--- src/design/mfs_pkg.sv ---
// ----------------------------------------------------------------------------
// mfs_pkg
// Shared types and constants for the multilevel feedback scheduler.
// ----------------------------------------------------------------------------
package mfs_pkg;

    localparam int ID_W      = 8;
    localparam int TIME_W    = 16;
    localparam int SLICE_W   = TIME_W + 1;
    localparam int QUANT_W   = 8;
    localparam int LEVELS    = 4;
    localparam int LVL_W     = 2;
    localparam int CFG_IDX_W = 2;

    localparam logic [CFG_IDX_W-1:0] CFG_QUANTUM_LEVEL0 = 2'd0;
    localparam logic [CFG_IDX_W-1:0] CFG_QUANTUM_LEVEL1 = 2'd1;
    localparam logic [CFG_IDX_W-1:0] CFG_QUANTUM_LEVEL2 = 2'd2;

    localparam logic [QUANT_W-1:0] QUANTUM_LEVEL0_RST = 8'd1;
    localparam logic [QUANT_W-1:0] QUANTUM_LEVEL1_RST = 8'd3;
    localparam logic [QUANT_W-1:0] QUANTUM_LEVEL2_RST = 8'd9;

    localparam logic MODE_ARRIVAL = 1'b0;
    localparam logic MODE_TICK    = 1'b1;

    localparam logic [LVL_W-1:0] LVL_TOP  = 2'd0;
    localparam logic [LVL_W-1:0] LVL_MID  = 2'd1;
    localparam logic [LVL_W-1:0] LVL_LOW  = 2'd2;
    localparam logic [LVL_W-1:0] LVL_FCFS = 2'd3;

    typedef struct packed {
        logic              mode;
        logic [ID_W-1:0]   task_id;
        logic [TIME_W-1:0] run_time;
    } t_in_word;

    typedef struct packed {
        logic              running_valid;
        logic [ID_W-1:0]   running_id;
        logic [TIME_W-1:0] remaining;
        logic [LVL_W-1:0]  running_level;
        logic              dropped;
    } t_out_word;

    typedef struct packed {
        logic [ID_W-1:0]   id;
        logic [TIME_W-1:0] left;
    } t_entry;

endpackage

--- src/design/multilevel_feedback_scheduler.sv ---
// ----------------------------------------------------------------------------
// multilevel_feedback_scheduler
// Four-level feedback scheduler: three round-robin levels and one first-come
// level, one arrival or tick per word.
//
// channel   direction  handshake                   word
// in        input      i_in_valid / o_in_stall     mfs_pkg::t_in_word
// out       output     o_out_valid / i_out_stall   mfs_pkg::t_out_word
// cfg       input      i_cfg_valid / o_cfg_ready   i_cfg_index, i_cfg_data
//
// one word per cycle unless stalled; the result shows the cycle after acceptance.
// the whole tick (retire, demote, priority pick, countdown) is combinational logic
// between the state registers and the output register.
// fifo heads sit in registers; a pop fetches the next entry at the same edge.
// reset is synchronous; fifos come out empty and quantum registers at 1, 3, 9.
// a stalled output holds the input back only while the output register is full.
// ----------------------------------------------------------------------------
module multilevel_feedback_scheduler #(
    parameter int FIFO_DEPTH = 16
) (
    input  logic                                   i_clk,
    input  logic                                   i_rst_n,
    input  logic                                   i_in_valid,
    output logic                                   o_in_stall,
    input  mfs_pkg::t_in_word                      i_in_word,
    output logic                                   o_out_valid,
    input  logic                                   i_out_stall,
    output mfs_pkg::t_out_word                     o_out_word,
    input  logic                                   i_cfg_valid,
    output logic                                   o_cfg_ready,
    input  logic [mfs_pkg::CFG_IDX_W-1:0]          i_cfg_index,
    input  logic [mfs_pkg::QUANT_W-1:0]            i_cfg_data
);

    localparam int CNT_W = $clog2(FIFO_DEPTH + 1);
    localparam int PTR_W = $clog2(FIFO_DEPTH);
    localparam logic [CNT_W-1:0] CNT_FULL = CNT_W'(FIFO_DEPTH);
    localparam logic [CNT_W-1:0] CNT_ONE  = CNT_W'(1);
    localparam logic [PTR_W-1:0] PTR_LAST = PTR_W'(FIFO_DEPTH - 1);

    mfs_pkg::t_entry r_mem [mfs_pkg::LEVELS][FIFO_DEPTH];

    logic [CNT_W-1:0] r_cnt  [mfs_pkg::LEVELS];
    logic [CNT_W-1:0] n_cnt  [mfs_pkg::LEVELS];
    logic [PTR_W-1:0] r_head [mfs_pkg::LEVELS];
    logic [PTR_W-1:0] r_tail [mfs_pkg::LEVELS];

    mfs_pkg::t_entry r_hq       [mfs_pkg::LEVELS];
    mfs_pkg::t_entry n_hq       [mfs_pkg::LEVELS];
    mfs_pkg::t_entry head_entry [mfs_pkg::LEVELS];
    mfs_pkg::t_entry r_rd;
    logic            r_rd_pend;
    logic [mfs_pkg::LVL_W-1:0] r_rd_lvl;

    logic [mfs_pkg::QUANT_W-1:0] r_quant [3];

    logic                          r_run_valid, n_run_valid;
    logic [mfs_pkg::ID_W-1:0]      r_run_task,  n_run_task;
    logic [mfs_pkg::TIME_W-1:0]    r_run_left,  n_run_left;
    logic [mfs_pkg::LVL_W-1:0]     r_run_level, n_run_level;
    logic [mfs_pkg::SLICE_W-1:0]   r_slice,     n_slice;

    logic                          r_out_valid;
    mfs_pkg::t_out_word            r_out, n_out;

    logic                          in_fire;
    logic                          push_en;
    logic [mfs_pkg::LVL_W-1:0]     push_lvl;
    mfs_pkg::t_entry               push_entry;
    logic                          pop_en;
    logic [mfs_pkg::LVL_W-1:0]     pop_lvl;
    mfs_pkg::t_entry               pop_entry;
    logic                          rd_en;
    logic [PTR_W-1:0]              rd_ptr;
    logic [mfs_pkg::LVL_W-1:0]     down_lvl;
    logic                          any_wait;
    logic                          dropped;

    function automatic logic [mfs_pkg::SLICE_W-1:0] lvl_slice(
        input logic [mfs_pkg::LVL_W-1:0]  lvl,
        input logic [mfs_pkg::TIME_W-1:0] left
    );
        logic [mfs_pkg::SLICE_W-1:0] s;
        case (lvl)
            mfs_pkg::LVL_TOP: s = mfs_pkg::SLICE_W'(r_quant[0]);
            mfs_pkg::LVL_MID: s = mfs_pkg::SLICE_W'(r_quant[1]);
            mfs_pkg::LVL_LOW: s = mfs_pkg::SLICE_W'(r_quant[2]);
            default:          s = mfs_pkg::SLICE_W'(left);
        endcase
        return s;
    endfunction

    assign in_fire     = i_in_valid && !o_in_stall;
    assign o_in_stall  = r_out_valid && i_out_stall;
    assign o_out_valid = r_out_valid;
    assign o_out_word  = r_out;
    assign o_cfg_ready = 1'b1;

    // head entry of each level, a fresh fetch overrides the held copy
    always_comb begin
        for (int l = 0; l < mfs_pkg::LEVELS; l++) begin
            if (r_rd_pend && r_rd_lvl == mfs_pkg::LVL_W'(l)) begin
                head_entry[l] = r_rd;
            end else begin
                head_entry[l] = r_hq[l];
            end
        end
    end

    always_comb begin
        n_run_valid = r_run_valid;
        n_run_task  = r_run_task;
        n_run_left  = r_run_left;
        n_run_level = r_run_level;
        n_slice     = r_slice;
        for (int l = 0; l < mfs_pkg::LEVELS; l++) begin
            n_cnt[l] = r_cnt[l];
        end
        push_en    = 1'b0;
        push_lvl   = mfs_pkg::LVL_TOP;
        push_entry = '0;
        pop_en     = 1'b0;
        pop_lvl    = mfs_pkg::LVL_TOP;
        pop_entry  = '0;
        rd_en      = 1'b0;
        rd_ptr     = '0;
        down_lvl   = mfs_pkg::LVL_FCFS;
        dropped    = 1'b0;
        any_wait   = 1'b0;
        for (int l = 0; l < mfs_pkg::LEVELS; l++) begin
            if (r_cnt[l] != '0) begin
                any_wait = 1'b1;
            end
        end

        if (in_fire) begin
            if (i_in_word.mode == mfs_pkg::MODE_ARRIVAL) begin
                if (r_cnt[0] == CNT_FULL) begin
                    dropped = 1'b1;
                end else begin
                    push_en    = 1'b1;
                    push_lvl   = mfs_pkg::LVL_TOP;
                    push_entry = '{id: i_in_word.task_id, left: i_in_word.run_time};
                    n_cnt[0]   = r_cnt[0] + 1'b1;
                end
            end else begin
                // retire finished task
                if (n_run_valid && n_run_left == '0) begin
                    n_run_valid = 1'b0;
                end
                // expired slice
                if (n_run_valid && n_slice == '0) begin
                    if (any_wait) begin
                        down_lvl = (r_run_level == mfs_pkg::LVL_FCFS) ? mfs_pkg::LVL_FCFS
                                                                       : r_run_level + 1'b1;
                        if (r_cnt[down_lvl] == CNT_FULL) begin
                            dropped = 1'b1;
                        end else begin
                            push_en         = 1'b1;
                            push_lvl        = down_lvl;
                            push_entry      = '{id: r_run_task, left: r_run_left};
                            n_cnt[down_lvl] = r_cnt[down_lvl] + 1'b1;
                        end
                        n_run_valid = 1'b0;
                    end else begin
                        n_slice = lvl_slice(r_run_level, r_run_left);
                    end
                end
                // priority pick
                if (!n_run_valid) begin
                    for (int l = mfs_pkg::LEVELS - 1; l >= 0; l--) begin
                        if (n_cnt[l] != '0) begin
                            pop_en  = 1'b1;
                            pop_lvl = mfs_pkg::LVL_W'(l);
                        end
                    end
                    if (pop_en) begin
                        if (push_en && push_lvl == pop_lvl && r_cnt[pop_lvl] == '0) begin
                            pop_entry = push_entry;
                        end else begin
                            pop_entry = head_entry[pop_lvl];
                        end
                        rd_en  = r_cnt[pop_lvl] > CNT_ONE;
                        rd_ptr = (r_head[pop_lvl] == PTR_LAST) ? '0 : r_head[pop_lvl] + 1'b1;
                        n_cnt[pop_lvl] = n_cnt[pop_lvl] - 1'b1;
                        n_run_valid    = 1'b1;
                        n_run_task     = pop_entry.id;
                        n_run_left     = pop_entry.left;
                        n_run_level    = pop_lvl;
                        n_slice        = lvl_slice(pop_lvl, pop_entry.left);
                    end
                end
                // countdown
                if (n_run_valid) begin
                    if (n_slice != '0) begin
                        n_slice = n_slice - 1'b1;
                    end
                    if (n_run_left != '0) begin
                        n_run_left = n_run_left - 1'b1;
                    end
                end
            end
        end

        // a push becomes the head when its level was empty or this word pops its only entry
        for (int l = 0; l < mfs_pkg::LEVELS; l++) begin
            n_hq[l] = head_entry[l];
            if (push_en && push_lvl == mfs_pkg::LVL_W'(l) &&
                (r_cnt[l] == '0 ||
                 (pop_en && pop_lvl == mfs_pkg::LVL_W'(l) && r_cnt[l] == CNT_ONE))) begin
                n_hq[l] = push_entry;
            end
        end

        n_out = '0;
        if (n_run_valid) begin
            n_out.running_valid = 1'b1;
            n_out.running_id    = n_run_task;
            n_out.remaining     = n_run_left;
            n_out.running_level = n_run_level;
        end
        n_out.dropped = dropped;
    end

    always_ff @(posedge i_clk) begin
        if (push_en) begin
            r_mem[push_lvl][r_tail[push_lvl]] <= push_entry;
        end
        if (rd_en) begin
            r_rd <= r_mem[pop_lvl][rd_ptr];
        end
    end

    always_ff @(posedge i_clk) begin
        if (!i_rst_n) begin
            for (int l = 0; l < mfs_pkg::LEVELS; l++) begin
                r_cnt[l]  <= '0;
                r_head[l] <= '0;
                r_tail[l] <= '0;
                r_hq[l]   <= '0;
            end
            r_rd_pend   <= 1'b0;
            r_rd_lvl    <= '0;
            r_run_valid <= 1'b0;
            r_run_task  <= '0;
            r_run_left  <= '0;
            r_run_level <= '0;
            r_slice     <= '0;
        end else if (in_fire) begin
            for (int l = 0; l < mfs_pkg::LEVELS; l++) begin
                r_cnt[l] <= n_cnt[l];
                r_hq[l]  <= n_hq[l];
                if (push_en && push_lvl == mfs_pkg::LVL_W'(l)) begin
                    r_tail[l] <= (r_tail[l] == PTR_LAST) ? '0 : r_tail[l] + 1'b1;
                end
                if (pop_en && pop_lvl == mfs_pkg::LVL_W'(l)) begin
                    r_head[l] <= (r_head[l] == PTR_LAST) ? '0 : r_head[l] + 1'b1;
                end
            end
            r_rd_pend   <= rd_en;
            r_rd_lvl    <= pop_lvl;
            r_run_valid <= n_run_valid;
            r_run_task  <= n_run_task;
            r_run_left  <= n_run_left;
            r_run_level <= n_run_level;
            r_slice     <= n_slice;
        end
    end

    always_ff @(posedge i_clk) begin
        if (!i_rst_n) begin
            r_out_valid <= 1'b0;
        end else if (in_fire) begin
            r_out_valid <= 1'b1;
        end else if (!i_out_stall) begin
            r_out_valid <= 1'b0;
        end
    end

    always_ff @(posedge i_clk) begin
        if (in_fire) begin
            r_out <= n_out;
        end
    end

    always_ff @(posedge i_clk) begin
        if (!i_rst_n) begin
            r_quant[0] <= mfs_pkg::QUANTUM_LEVEL0_RST;
            r_quant[1] <= mfs_pkg::QUANTUM_LEVEL1_RST;
            r_quant[2] <= mfs_pkg::QUANTUM_LEVEL2_RST;
        end else if (i_cfg_valid && o_cfg_ready) begin
            case (i_cfg_index)
                mfs_pkg::CFG_QUANTUM_LEVEL0: r_quant[0] <= i_cfg_data;
                mfs_pkg::CFG_QUANTUM_LEVEL1: r_quant[1] <= i_cfg_data;
                mfs_pkg::CFG_QUANTUM_LEVEL2: r_quant[2] <= i_cfg_data;
                default: ;
            endcase
        end
    end

endmodule

--- config.mk ---
export PLATFORM = sky130hd
export DESIGN_NAME = multilevel_feedback_scheduler
export DESIGN_NICKNAME = d
export VERILOG_FILES = /design/src/design/mfs_pkg.sv /design/src/design/multilevel_feedback_scheduler.sv
export SDC_FILE = /design/constraint.sdc
export NUM_CORES = 2
export LEC_CHECK = 0
export ABC_AREA = 1
export BUFFER_PORTS_ARGS = -buffer_cell sky130_fd_sc_hd__buf_2
export CORE_MARGIN = 4
export CORE_UTILIZATION = 38
export DETAILED_ROUTE_END_ITERATION = 16
export PLACE_DENSITY = 0.56
export SYNTH_ARGS = -nofsm -noshare
export SYNTH_HDL_FRONTEND = slang
export SYNTH_SLANG_ARGS = --single-unit
--- constraint.sdc ---
create_clock -name i_clk -period 5.1 [get_ports i_clk]
set_clock_uncertainty 0.15 [all_clocks]
set_input_delay 0 -clock i_clk [delete_from_list [all_inputs] [get_ports i_clk]]
set_output_delay 0 -clock i_clk [all_outputs]
set_load 0.02 [all_outputs]
==> metrics <==
Initial Util 38.29%; startpoint types flop; CTS clk-pin slew, worst paths 0.06 ns; fin util 45.83%; H-tree levels 4; total CTS buffers 190; crit-path max FO 20; Final Cycle Share 95.83%; Synth top area share 70.64%; hold_ws -0.001220 ns; Core ar. 195400 sq um; routed via count 52590; initial antenna violation count 4; status finished with violations; Routed Wire Length 247200 microns; Top-Level Pins 71; Hold Violations, Final 2; Crit Path Category flop to flop; clock period minus worst slack 4.887 ns; Tot Pwr 34.01 mW; first-pass GRT wire length 354300 microns; Placer Congestion 0.9442; Cell variety after synth 58; Root Buffer clkbuf_16; TritonCTS clock tree done; crit end category flop; worst-skew pair later-pin latency 0.83 ns; met1 WL 103800 microns; pin count of the biggest net entering global routing 121; hpwl dp 151600 microns; Total GRT Usage 23.38%; Die ar. 204000 sq um; final setup fails 0; Avg Vias per Cell 5.684; Pins Over Slew Limit 0; Synth Flop Type edfxtp_1; Area Overhead vs Synth 19.70%; vias in the first global route 50160; ys async rst share 0%; Routed wire per std cell 26.72 microns; Met3 Routed Length 21640 microns; Slew @ Worst Pin 1.104 ns; synthesized area 74810 sq um; ANT nets after route 0; slew margin rel. 26.41%; top routing layer used met5; port bufs 69; VDD IR max 0.0002856 V; Synth Instances 6045; grt total ovfl 0; Placement Cell Area 82020 sq um; Final Cell Area 89550 sq um; Mapped Nets 6104; Power Density 379.8 nW/um^2; fin nets 6523; Largest stage delay, worst path 0.34 ns; most frequent CP cell nand2_1; unrepaired setup endpoints after global routing true; TNS Setup 0 ns; CP required 5.52 ns; layout cells sized above 1 16.46%; Detail Route met2 WL 112600 microns; Yosys reg bits 1808; Avg Cell Area, Syn 12.38 sq um; DR pass1 iterations 6; clk buf depth 3; # clock sinks 1808; cell leakage power 31.38 nW; register area share after synthesis 71.93%; Yosys top cell by area edfxtp_1; Maximum Capacitance Violations 0; Chip Height 451.7 microns; Worst Hold Class primary input to flop; Yosys Warn Count 0; violated checks hold timing; number of synthesized flops with an enable pin 1760; Die X 451.7 microns; critical path's slowest cell dfxtp_2; 1st-iter DRT viols 6165; largest cells by area after synthesis edfxtp_1 71%, nand2_1 6.2%, a22oi_1 4.7%; Worst Path Arrival 5.31 ns; floorplan row count 162; Remaining DRCs 0; fmax 204.6 MHz
critical path, delay by kind of cell, from the launching register on:
family / cells / cell delay (ns)
and+or+nand+nor: 16 / 2.04
buffers and inverters: 8 / 0.99
AOI/OAI and AO/OA: 3 / 0.57
adders and majority gates: 2 / 0.56
DFF: 1 / 0.34
layer usage:
layer / GRT usage (%) / vias up
li1: - / 23340
met1: 33.02 / 26410
met2: 36.52 / 2432
met3: 4.207 / 403
met4: 8.011 / 2
met5: 0 / -
repair_timing:
action | in CTS | in global routing
endpoints found under the hold margin | 337 | 0
gates cloned | 3 | 5
resized for setup | 35 | 130
setup buffers | 0 | 14
hold buffers | 53 | 0
setup endpoints to repair | 21 | 798
pin swaps | 0 | 23
layout by cell type, fill, tap and decap left out, types with 54 or more instances in the layout:
cell	instances
nand4_1	305
buf_4	335
buf_12	106
o21ai_0	261
edfxtp_1	1760
a21oi_1	131
nand2_1	1217
nor2_2	89
clkinv_1	60
buf_2	69
clkbuf_16	197
inv_1	249
a22oi_1	467
nand3_2	54
nand3_1	489
nor2_1	215
state kept, by name, indices dropped and copies added, names as in the netlist:
signal,cells
o_out_valid,1
o_out_word,28
r_cnt,20
r_head,16
r_hq,96
r_mem,1536
r_quant,24
r_rd,24
r_rd_lvl,2
r_rd_pend,1
r_run_left,16
r_run_level,2
r_run_task,8
r_run_valid,1
r_slice,17
r_tail,16
power breakdown:
| group | switching (mW) | internal [mW] | leakage [nW] | total [mW] |
|---|---|---|---|---|
| Combinational | 2.72 | 1.23 | 11.4 | 3.95 |
| Sequential | 0.135 | 16.6 | 17.0 | 16.7 |
| Clock | 5.88 | 7.50 | 2.93 | 13.4 |
| Total | 8.74 | 25.3 | 31.4 | 34.0 |
synth_stat cells (8+ instances only):
| library cell | number |
|---|---|
| dfxtp_1 | 48 |
| nand3_1 | 544 |
| o21ai_0 | 270 |
| ha_1 | 19 |
| nand2_2 | 14 |
| inv_2 | 15 |
| o21ai_1 | 17 |
| nor2_2 | 15 |
| nand3b_1 | 8 |
| o21a_1 | 13 |
| inv_1 | 268 |
| a31oi_1 | 32 |
| nand4_1 | 305 |
| a21oi_1 | 131 |
| xor2_1 | 18 |
| buf_1 | 33 |
| nand3_2 | 12 |
| buf_2 | 32 |
| a221oi_1 | 10 |
| o211ai_1 | 8 |
| a22oi_1 | 468 |
| nor2_4 | 9 |
| o22ai_1 | 27 |
| clkinv_1 | 8 |
| nor2_1 | 312 |
| o21bai_1 | 14 |
| a211oi_1 | 39 |
| clkbuf_1 | 282 |
| edfxtp_1 | 1760 |
| nor3_1 | 10 |
| nand2_1 | 1243 |
final cells by class:
| class | count | area (sq um) |
|---|---|---|
| multi-input cells | 3587 | 19370 |
| inverters | 292 | 1147 |
| diodes | 7 | 17.52 |
| clock buffers | 234 | 5002 |
| repair inverters | 1 | 8.758 |
| well taps | 2624 | 3283 |
| clock inverters | 115 | 993.5 |
| flip-flops and latches | 1808 | 53810 |
| fillers | 17610 | 105800 |
| repair buffers | 584 | 5913 |
stage by stage:
stage	worst slack, ns	hold slack [ns]	std cells
final	0.2127	-0.001220	9252
after global routing	-0.05666	0.01188	9245
after CTS	0.005387	0.005380	9226
after detailed placement	-0.4467	0.1464	8821
after global placement	-0.4161	0.1249	8821
after floorplan	-0.1315	0.01695	6045
cells by family (layout without fill, tap and decap cells):
| logic type | after synthesis | after routing | synth area share (%) |
|---|---|---|---|
| other | 1 | 8 | 0.005013 |
| adder cells (fa/ha/maj) | 19 | 19 | 0.3178 |
| flip-flops | 1808 | 1808 | 71.93 |
| XOR/XNOR | 24 | 24 | 0.2810 |
| AO/OA/AOI/OAI | 1055 | 1055 | 9.165 |
| AND/OR/NAND/NOR | 2488 | 2488 | 14.89 |
| buffers and inverters | 650 | 1226 | 3.413 |
path summary, 6_finish.rpt:
kind	start	to	slack [ns]	cells after the start
setup reg to reg	r_run_level[1]	r_rd[4]	0.21	29
hold reg to reg	r_slice[1]	r_slice[1]	0.33	2
setup / recovery	r_run_level[1]	r_rd[4]	0.21	29
hold / removal	i_in_word[16]	r_mem[1][352]	-0.001	4
Power figures use the tool's default switching activity.
